<file path="src/hw/rtl/asset_text_tokenizer_defines.svh">
// Assertion macros for the top-level file, which carries the concurrent checks.
`ifndef ASSET_TEXT_TOKENIZER_DEFINES_SVH
`define ASSET_TEXT_TOKENIZER_DEFINES_SVH

`ifndef SYNTHESIS

// Same-cycle implication, sampled on the rising clock edge.
`define TAT_ASSERT_SAME(label, clk, rst_n, ante, cons, msg) \
    label: assert property (@(posedge clk) disable iff (!rst_n) (ante) |-> (cons)) \
        else $error(msg);

// Next-cycle implication, sampled on the rising clock edge.
`define TAT_ASSERT_NEXT(label, clk, rst_n, ante, cons, msg) \
    label: assert property (@(posedge clk) disable iff (!rst_n) (ante) |=> (cons)) \
        else $error(msg);

`else

`define TAT_ASSERT_SAME(label, clk, rst_n, ante, cons, msg)
`define TAT_ASSERT_NEXT(label, clk, rst_n, ante, cons, msg)

`endif

`endif

</file>
<file path="src/hw/rtl/tat_pkg.sv">
package tat_pkg;

    localparam int POSITION_BITS = 16;
    localparam int KIND_BITS     = 4;
    localparam int FIELD_BITS    = 16;
    localparam int GROUP_SLOTS   = 3;

    typedef enum logic [1:0] {
        MODE_IDLE   = 2'd0,
        MODE_STRING = 2'd1,
        MODE_NUMBER = 2'd2,
        MODE_IDENT  = 2'd3
    } tat_mode_t;

    typedef enum logic [KIND_BITS-1:0] {
        KIND_INVALID = 4'd0,
        KIND_LBRACE  = 4'd1,
        KIND_RBRACE  = 4'd2,
        KIND_LBRACK  = 4'd3,
        KIND_RBRACK  = 4'd4,
        KIND_COLON   = 4'd5,
        KIND_COMMA   = 4'd6,
        KIND_SEMI    = 4'd7,
        KIND_EQUALS  = 4'd8,
        KIND_STRING  = 4'd9,
        KIND_INTEGER = 4'd10,
        KIND_IDENT   = 4'd11,
        KIND_END     = 4'd12
    } tat_kind_t;

    typedef struct packed {
        tat_kind_t             kind;
        logic [FIELD_BITS-1:0] start;
        logic [FIELD_BITS-1:0] length;
    } token_t;

    // All tokens caused by one accepted item, written to the queue at once.
    typedef struct packed {
        logic                        push;
        logic [1:0]                  count;
        token_t [GROUP_SLOTS-1:0]    tokens;
    } tat_group_t;

    typedef struct packed {
        logic       ready;
        logic [2:0] count;
    } tat_queue_stat_t;

    typedef struct packed {
        tat_mode_t                mode;
        logic [POSITION_BITS-1:0] position;
    } tat_lex_stat_t;

endpackage

</file>
<file path="src/hw/rtl/tat_ifs.sv">
interface tat_char_if;
    logic       valid;
    logic       ready;
    logic [7:0] character;
    logic       has_character;
    logic       end_of_source;

    modport source (output valid, character, has_character, end_of_source, input ready);
    modport sink (input valid, character, has_character, end_of_source, output ready);
endinterface

interface tat_token_if import tat_pkg::*; ();
    logic                  valid;
    logic                  ready;
    logic [KIND_BITS-1:0]  token_kind;
    logic [FIELD_BITS-1:0] token_start;
    logic [FIELD_BITS-1:0] token_length;
    logic                  last_result;

    modport source (output valid, token_kind, token_start, token_length, last_result,
                    input ready);
    modport sink (input valid, token_kind, token_start, token_length, last_result,
                  output ready);
endinterface

</file>
<file path="src/hw/rtl/tat_lexer.sv">
module tat_lexer import tat_pkg::*;
(
    input  logic            clk,
    input  logic            rst_n,
    tat_char_if.sink        src,
    input  tat_queue_stat_t qstat,
    output tat_group_t      group,
    output tat_lex_stat_t   lstat
);

    localparam logic [POSITION_BITS-1:0] POS_MAX = {POSITION_BITS{1'b1}};

    localparam logic [7:0] CH_QUOTE  = 8'h22;
    localparam logic [7:0] CH_ZERO   = 8'h30;
    localparam logic [7:0] CH_NINE   = 8'h39;
    localparam logic [7:0] CH_UPPER_A = 8'h41;
    localparam logic [7:0] CH_UPPER_Z = 8'h5A;
    localparam logic [7:0] CH_LOWER_A = 8'h61;
    localparam logic [7:0] CH_LOWER_Z = 8'h7A;

    tat_mode_t                mode_reg, mode_next;
    logic [POSITION_BITS-1:0] pos_reg, pos_next;
    logic [POSITION_BITS-1:0] begin_reg, begin_next;
    logic [POSITION_BITS-1:0] pos_adv;
    logic [1:0]               slot;
    logic                     accept;
    logic                     run_idle;
    logic [7:0]               ch;
    tat_kind_t                pkind;

    function automatic logic is_space(input logic [7:0] c);
        return (c == 8'h20) || (c == 8'h09) || (c == 8'h0A) || (c == 8'h0D) ||
               (c == 8'h0B) || (c == 8'h0C);
    endfunction

    function automatic logic is_numeral(input logic [7:0] c);
        return (c >= CH_ZERO) && (c <= CH_NINE);
    endfunction

    function automatic logic is_letter(input logic [7:0] c);
        return ((c >= CH_UPPER_A) && (c <= CH_UPPER_Z)) ||
               ((c >= CH_LOWER_A) && (c <= CH_LOWER_Z));
    endfunction

    // Punctuator kind, or KIND_INVALID for any other byte.
    function automatic tat_kind_t punct_kind(input logic [7:0] c);
        tat_kind_t k;
        case (c)
            8'h7B:   k = KIND_LBRACE;
            8'h7D:   k = KIND_RBRACE;
            8'h5B:   k = KIND_LBRACK;
            8'h5D:   k = KIND_RBRACK;
            8'h3A:   k = KIND_COLON;
            8'h2C:   k = KIND_COMMA;
            8'h3B:   k = KIND_SEMI;
            8'h3D:   k = KIND_EQUALS;
            default: k = KIND_INVALID;
        endcase
        return k;
    endfunction

    // Positions wider than the output field are cut to its width.
    function automatic logic [FIELD_BITS-1:0] to_field(input logic [POSITION_BITS-1:0] v);
        logic [POSITION_BITS+FIELD_BITS-1:0] w;
        w = {{FIELD_BITS{1'b0}}, v};
        return w[FIELD_BITS-1:0];
    endfunction

    assign accept    = src.valid && src.ready;
    assign src.ready = qstat.ready;
    assign ch        = src.character;
    assign pkind     = punct_kind(ch);

    assign lstat.mode     = mode_reg;
    assign lstat.position = pos_reg;

    always_comb
    begin
        mode_next    = mode_reg;
        begin_next   = begin_reg;
        pos_adv      = (pos_reg == POS_MAX) ? pos_reg : pos_reg + 1'b1;
        pos_next     = pos_reg;
        run_idle     = 1'b0;
        slot         = 2'd0;
        group.tokens = '0;
        group.push   = accept;

        if (src.has_character)
        begin
            pos_next = pos_adv;
            case (mode_reg)
                MODE_STRING:
                begin
                    if (ch == CH_QUOTE)
                    begin
                        group.tokens[slot] = '{KIND_STRING, to_field(begin_reg),
                                               to_field(pos_adv - begin_reg)};
                        slot      = slot + 2'd1;
                        mode_next = MODE_IDLE;
                    end
                end
                MODE_NUMBER:
                begin
                    if (!is_numeral(ch))
                    begin
                        group.tokens[slot] = '{KIND_INTEGER, to_field(begin_reg),
                                               to_field(pos_reg - begin_reg)};
                        slot      = slot + 2'd1;
                        mode_next = MODE_IDLE;
                        run_idle  = 1'b1;
                    end
                end
                MODE_IDENT:
                begin
                    if (!is_numeral(ch) && !is_letter(ch))
                    begin
                        group.tokens[slot] = '{KIND_IDENT, to_field(begin_reg),
                                               to_field(pos_reg - begin_reg)};
                        slot      = slot + 2'd1;
                        mode_next = MODE_IDLE;
                        run_idle  = 1'b1;
                    end
                end
                default:
                begin
                    run_idle = 1'b1;
                end
            endcase

            // A byte that ends a number or an identifier is then taken as in idle.
            if (run_idle && !is_space(ch))
            begin
                if (pkind != KIND_INVALID)
                begin
                    group.tokens[slot] = '{pkind, to_field(pos_reg),
                                           to_field(pos_adv - pos_reg)};
                    slot = slot + 2'd1;
                end
                else if (ch == CH_QUOTE)
                begin
                    mode_next  = MODE_STRING;
                    begin_next = pos_reg;
                end
                else if (is_numeral(ch))
                begin
                    mode_next  = MODE_NUMBER;
                    begin_next = pos_reg;
                end
                else if (is_letter(ch))
                begin
                    mode_next  = MODE_IDENT;
                    begin_next = pos_reg;
                end
                else
                begin
                    group.tokens[slot] = '{KIND_INVALID, to_field(pos_reg),
                                           to_field(pos_adv - pos_reg)};
                    slot = slot + 2'd1;
                end
            end
        end

        if (src.end_of_source)
        begin
            case (mode_next)
                MODE_STRING:
                begin
                    // An unterminated string closes as an invalid token.
                    group.tokens[slot] = '{KIND_INVALID, to_field(begin_next),
                                           to_field(pos_next - begin_next)};
                    slot = slot + 2'd1;
                end
                MODE_NUMBER:
                begin
                    group.tokens[slot] = '{KIND_INTEGER, to_field(begin_next),
                                           to_field(pos_next - begin_next)};
                    slot = slot + 2'd1;
                end
                MODE_IDENT:
                begin
                    group.tokens[slot] = '{KIND_IDENT, to_field(begin_next),
                                           to_field(pos_next - begin_next)};
                    slot = slot + 2'd1;
                end
                default:
                begin
                end
            endcase
            group.tokens[slot] = '{KIND_END, to_field(pos_next), '0};
            slot       = slot + 2'd1;
            mode_next  = MODE_IDLE;
            pos_next   = '0;
            begin_next = '0;
        end

        group.count = slot;
    end

    always_ff @(posedge clk or negedge rst_n)
    begin
        if (!rst_n)
        begin
            mode_reg  <= MODE_IDLE;
            pos_reg   <= '0;
            begin_reg <= '0;
        end
        else if (accept)
        begin
            mode_reg  <= mode_next;
            pos_reg   <= pos_next;
            begin_reg <= begin_next;
        end
    end

endmodule

</file>
<file path="src/hw/rtl/tat_token_queue.sv">
module tat_token_queue import tat_pkg::*;
(
    input  logic            clk,
    input  logic            rst_n,
    input  tat_group_t      group,
    output tat_queue_stat_t qstat,
    tat_token_if.source     tok
);

    localparam int DEPTH = 4;

    typedef struct packed {
        token_t token;
        logic   last;
    } tat_entry_t;

    tat_entry_t q_reg  [DEPTH];
    tat_entry_t q_next [DEPTH];
    logic [2:0] count_reg, count_next;
    logic [1:0] base;
    logic       pop;

    assign pop         = (count_reg != 3'd0) && tok.ready;
    // Room for a full group remains while at most one entry waits.
    assign qstat.ready = count_reg < 3'd2;
    assign qstat.count = count_reg;

    assign tok.valid        = count_reg != 3'd0;
    assign tok.token_kind   = q_reg[0].token.kind;
    assign tok.token_start  = q_reg[0].token.start;
    assign tok.token_length = q_reg[0].token.length;
    assign tok.last_result  = q_reg[0].last;

    always_comb
    begin
        for (int i = 0; i < DEPTH - 1; i++)
        begin
            q_next[i] = pop ? q_reg[i+1] : q_reg[i];
        end
        q_next[DEPTH-1] = q_reg[DEPTH-1];

        base = count_reg[1:0] - {1'b0, pop};
        if (group.push)
        begin
            for (int k = 0; k < GROUP_SLOTS; k++)
            begin
                if (2'(k) < group.count)
                begin
                    q_next[base + 2'(k)] = '{group.tokens[k],
                                             2'(k) == (group.count - 2'd1)};
                end
            end
        end

        count_next = count_reg - {2'b00, pop} +
                     (group.push ? {1'b0, group.count} : 3'd0);
    end

    always_ff @(posedge clk or negedge rst_n)
    begin
        if (!rst_n)
        begin
            count_reg <= '0;
        end
        else
        begin
            count_reg <= count_next;
        end
    end

    always_ff @(posedge clk)
    begin
        for (int i = 0; i < DEPTH; i++)
        begin
            q_reg[i] <= q_next[i];
        end
    end

endmodule

</file>
<file path="src/hw/rtl/asset_text_tokenizer.sv">
// Channel  Role    Payload
// src      sink    character, has_character, end_of_source
// tok      source  token_kind, token_start, token_length, last_result
//
// One source byte is taken per cycle while src.ready is high; the scanner state updates in the same cycle.
// An item yields up to three tokens, written together into a four-entry output queue
// that drains one token per cycle while tok.ready is high.
// src.ready is high while at most one token waits in the queue.
// Reset returns the scanner to idle at position 0 and empties the queue.
`include "asset_text_tokenizer_defines.svh"

module asset_text_tokenizer import tat_pkg::*;
(
    input  logic        clk,
    input  logic        rst_n,
    tat_char_if.sink    src,
    tat_token_if.source tok
);

    tat_group_t      group;
    tat_queue_stat_t qstat;
    tat_lex_stat_t   lstat;

    tat_lexer u_lexer (
        .clk   (clk),
        .rst_n (rst_n),
        .src   (src),
        .qstat (qstat),
        .group (group),
        .lstat (lstat)
    );

    tat_token_queue u_queue (
        .clk   (clk),
        .rst_n (rst_n),
        .group (group),
        .qstat (qstat),
        .tok   (tok)
    );

    // The end of a source always produces at least the end marker.
    `TAT_ASSERT_SAME(a_eos_emits, clk, rst_n, src.valid && src.ready && src.end_of_source, group.count != 2'd0, "end of source produced no token")

    // After the end of a source the scanner restarts at position 0 in idle.
    `TAT_ASSERT_NEXT(a_eos_restart, clk, rst_n, src.valid && src.ready && src.end_of_source, (lstat.position == '0) && (lstat.mode == MODE_IDLE), "scanner not restarted after end of source")

    // A token that is not the last of its group always has its successor queued.
    `TAT_ASSERT_SAME(a_group_whole, clk, rst_n, tok.valid && !tok.last_result, qstat.count >= 3'd2, "partial token group in queue")

    // The queue never overflows its four entries.
    `TAT_ASSERT_SAME(a_queue_bound, clk, rst_n, 1'b1, qstat.count <= 3'd4, "token queue overflow")

endmodule
</file>
<file path="src/flat_wrapper.sv">
// flat-port wrapper written by rule: the top's interface ports become plain ports
module asset_text_tokenizer_flat import tat_pkg::*;
  (clk, rst_n, src_valid, src_character, src_has_character, src_end_of_source, src_ready, tok_valid, tok_token_kind, tok_token_start, tok_token_length, tok_last_result, tok_ready);
  tat_char_if src_i ();
  tat_token_if tok_i ();
  input  logic clk;
  input  logic rst_n;
  input wire logic [$bits(src_i.valid)-1:0] src_valid;
  input wire logic [$bits(src_i.character)-1:0] src_character;
  input wire logic [$bits(src_i.has_character)-1:0] src_has_character;
  input wire logic [$bits(src_i.end_of_source)-1:0] src_end_of_source;
  output wire logic [$bits(src_i.ready)-1:0] src_ready;
  output wire logic [$bits(tok_i.valid)-1:0] tok_valid;
  output wire logic [$bits(tok_i.token_kind)-1:0] tok_token_kind;
  output wire logic [$bits(tok_i.token_start)-1:0] tok_token_start;
  output wire logic [$bits(tok_i.token_length)-1:0] tok_token_length;
  output wire logic [$bits(tok_i.last_result)-1:0] tok_last_result;
  input wire logic [$bits(tok_i.ready)-1:0] tok_ready;
  assign src_i.valid = src_valid;
  assign src_i.character = src_character;
  assign src_i.has_character = src_has_character;
  assign src_i.end_of_source = src_end_of_source;
  assign src_ready = src_i.ready;
  assign tok_valid = tok_i.valid;
  assign tok_token_kind = tok_i.token_kind;
  assign tok_token_start = tok_i.token_start;
  assign tok_token_length = tok_i.token_length;
  assign tok_last_result = tok_i.last_result;
  assign tok_i.ready = tok_ready;
  asset_text_tokenizer u_core (.clk(clk), .rst_n(rst_n), .src(src_i), .tok(tok_i));
endmodule
</file>
<file path="config.mk">
export PLATFORM = sky130hd
export DESIGN_NAME = asset_text_tokenizer_flat
export DESIGN_NICKNAME = d
export VERILOG_FILES = /design/src/hw/rtl/tat_pkg.sv /design/src/hw/rtl/tat_ifs.sv /design/src/hw/rtl/tat_lexer.sv /design/src/hw/rtl/tat_token_queue.sv /design/src/hw/rtl/asset_text_tokenizer.sv /design/src/flat_wrapper.sv
export VERILOG_INCLUDE_DIRS = /design/src /design/src/hw/rtl
export SDC_FILE = /design/constraint.sdc
export NUM_CORES = 1
export LEC_CHECK = 0
export BUFFER_PORTS_ARGS = -buffer_cell sky130_fd_sc_hd__buf_2
export CAP_MARGIN = 20
export CORE_MARGIN = 10
export CORE_UTILIZATION = 30
export CTS_CLUSTER_DIAMETER = 150
export DETAILED_ROUTE_END_ITERATION = 8
export PLACE_DENSITY_LB_ADDON = 0.05
export SETUP_SLACK_MARGIN = 0.05
export SYNTH_ARGS = -nofsm -noshare
export SYNTH_HDL_FRONTEND = slang
export SYNTH_HIERARCHICAL = 1
export SYNTH_SLANG_ARGS = --single-unit
</file>
<file path="constraint.sdc">
create_clock -name clk -period 6.3 [get_ports clk]
set_input_delay 1.89 -clock clk [delete_from_list [all_inputs] [get_ports clk]]
set_output_delay 1.89 -clock clk [all_outputs]
set_load 0.01 [all_outputs]
</file>
==> impl_metrics.ini <==
[finish]
multi_input_comb_area_mm2 = 0.0121
n_fill_cell = 6055
final_common_cell = buf_4
area_growth_pct = 19.9
layout_common_cells = buf_4 (226), o22ai_1 (200), nand2_1 (198)
antenna_cells = 0
num-nets-final = 2397
largest_reg_flops = 148
seqCellArea_mm2 = 0.00426
drive_above_1_share_pct = 18.7

[floorplanning]
die_area_mm2 = 0.0678
initial_core_util_pct = 30.2
core_area_mm2 = 0.0575
die-height_um = 260
ios = 53
dieWidth_um = 260
rows = 88

[global_route]
grt_pass1_wl_um = 125000
antenna_found_initial = 0
grt_pass1_vias = 18600
grt_max_degree = 95
grt_util_all_layers_pct = 24.3
gr-total-overflow = 0

[synthesis]
ys_seq_area_share_pct = 24.6
async_flop_share_pct = 20.0
syn_avg_cell_area_um2 = 8.02
synth_top_cell_by_area = dfxtp_1
syn_nets = 2255
ys_warn_count = 6
syn-cell-area_mm2 = 0.0173
synth_area_leaders = dfxtp_1 (13%), mux2i_1 (9.7%), o22ai_1 (7.3%)
synth_seq_cells = 185
synth-edff-count = 37
synth_ff_type = dfxtp_1
syn_inst = 2162
synth_top_area_share_pct = 12.8
ys_types = 92

[timing]
fin_tns_setup_ns = 0
setup_violations = 0
finClkSkew_ns = 0.0131
post-route-min-period_ns = 6.03
rsz0062_at_grt = true
slew_headroom_pct = 28.8
worstMarginPinSlew_ns = 1.07
hold_viol = 0
whs_ns = 0.519
max_freq_mhz = 166
finalMaxSlewViolations = 0
fin_crit_sh_pct = 95.8

[worst_setup_path]
r2r_end = u_core/u_queue/q_reg[2][13]$_DFF_P_
critPathCapture = u_core/u_queue/q_reg[0][19]$_DFF_P_
reg2reg_depth = 22
cp-start-kind = input port
timing.critical_path.buf_inv = 6
cp_slowest_cell = or4_4
cp.depth = 22
critPathKind = input port to flop
timing.rr.start = u_core/u_lexer/pos_reg[7]$_DFFE_PN0P_
crit_path_end_kind = flop
arrival_ns = 6.42
critical_path.top_delay_family = compound AO/OA/AOI/OAI gates
crit_path_cell_trace = buf_2, or4_4, o22ai_4, o311ai_2, nand2_1, ha_1, o22ai_1, a211oi_1, buf_4, inv_1, ha_1, a21oi_1, buf_4, ha_1, nand2_1, nand2_1, buf_4, o221ai_1, buf_4, o32ai_1, o21a_1, o22ai_1
slowest_delay_ns = 0.55
required_ns = 6.69
r2r_slack_ns = 0.51
crit_top_cell = buf_4
cp_max_fo = 8
crit_start = src_character[0]

[route]
viasPerCell = 6.14
wl_per_cell_um = 27.3
route.detailed.drc = 10
drt_iter0_markers = 1935
ant_nets = 0
drtPass1Iterations = 9
finalWirelength_um = 84000
routed-via-count = 18900

[clocking]
cts_setup_buffers = 0
cts_resized = 0
cts_sinks = 185
h-tree-depth = 4
root_buffer = clkbuf_16
cts_max_path_buffers = 2
clkSlewWorstSetupHoldPaths_ns = 0.08
clock_latency_ns = 0.51
cts_tree = yes
cts_hold_buf = 0
numCtsBuffers = 17

[hold_path]
hold_class = flop to flop

[place]
gp_congestion = 0.962
dp_hpwl_um = 60200
io_buffers = 52

[run_status]
violations = DRC
outcome = finished, violations left

[run]
max-cap-violations = 0
how the worst min path moves through the flow:
| stage | startpoint | end | cells after the start |
|---|---|---|---|
| 2_1_floorplan | u_core/u_queue/q_reg[1][0]$_DFF_P_ | u_core/u_queue/q_reg[0][0]$_DFF_P_ | 2 |
| 3_3_place_gp | u_core/u_queue/q_reg[1][30]$_DFF_P_ | u_core/u_queue/q_reg[1][30]$_DFF_P_ | 2 |
| 3_5_place_dp | u_core/u_queue/q_reg[0][0]$_DFF_P_ | u_core/u_queue/q_reg[0][0]$_DFF_P_ | 2 |
| 4_1_cts | u_core/u_queue/q_reg[1][0]$_DFF_P_ | u_core/u_queue/q_reg[0][0]$_DFF_P_ | 2 |
| 5_1_grt | u_core/u_queue/q_reg[1][0]$_DFF_P_ | u_core/u_queue/q_reg[0][0]$_DFF_P_ | 2 |
| 6_report | u_core/u_queue/q_reg[0][0]$_DFF_P_ | u_core/u_queue/q_reg[0][0]$_DFF_P_ | 2 |
layout make-up:
cell class	count	area share, %
clock buffers	17	2.05
clock inverters	15	0.753
inverters	85	1.57
multi-input cells	1705	58.0
flip-flops and latches	185	20.5
well taps	765	4.61
repair buffers	310	12.5
synth_stat cells (7+ instances only):
cell type and number:
a221o_1 37, nand3_1 24, nand2b_1 12, a211oi_1 14, a21o_1 11, a31oi_1 16, mux2i_1 168, buf_2 55
a2bb2oi_1 8, clkbuf_1 107, ha_1 74, nor2b_1 31, dfxtp_1 111, o21a_1 48, edfxtp_1 37, a22oi_1 39
and2_1 9, a21oi_2 30, o221ai_1 13, xor2_1 23, a222oi_1 44, nand2_1 198, nor3_1 15, dfrtp_1 37
o22ai_1 201, and3_1 7, a21oi_1 112, buf_4 11, o32ai_1 40, nor2_1 124, o22a_1 11, a221oi_1 41
nand4_1 10, inv_1 84, o21ai_0 185, xnor2_1 48, o21ai_1 20
per-layer routing:
layer	track usage, %	vias to the layer above	wire, um	part of all wire (%)
li1	-	8610	-	-
met5	0	-	0	0
met3	4.10	123	4970	5.9
met2	39.3	797	38800	46
met1	32.6	9379	38200	46
met4	7.31	0	1960	2.3
tightest hold or removal path: stages, from the launching register on:
cell     delay, ns
dfxtp_1       0.32
nand2_1       0.06
a31oi_1       0.09
stage by stage:
stage / std cells / utilization, % / worst slack (ns) / area (um2)
4_1_cts: 3082 / 36.1 / 0.303 / 20700
2_1_floorplan: 2162 / - / -0.133 / 17500
6_report: 3082 / 36.2 / 0.268 / 20800
3_5_place_dp: 3050 / 35.1 / -0.218 / 20200
3_3_place_gp: 3050 / 35.1 / -0.270 / 20200
5_1_grt: 3082 / 36.2 / 0.0477 / 20800
cells by family after synthesis:
| group | Yosys count | share of synthesized area (%) |
|---|---|---|
| and+or+nand+nor | 475 | 12.7 |
| xor gates and xnor gates | 74 | 3.93 |
| adders and majority gates | 79 | 5.92 |
| AOI/OAI and AO/OA | 907 | 35.8 |
| DFF | 185 | 24.6 |
| muxes | 170 | 9.85 |
| buffers and inverters | 272 | 7.19 |
Power is not shown: default switching activity piles up to over one toggle a cycle in this logic, so the estimate is an artifact.
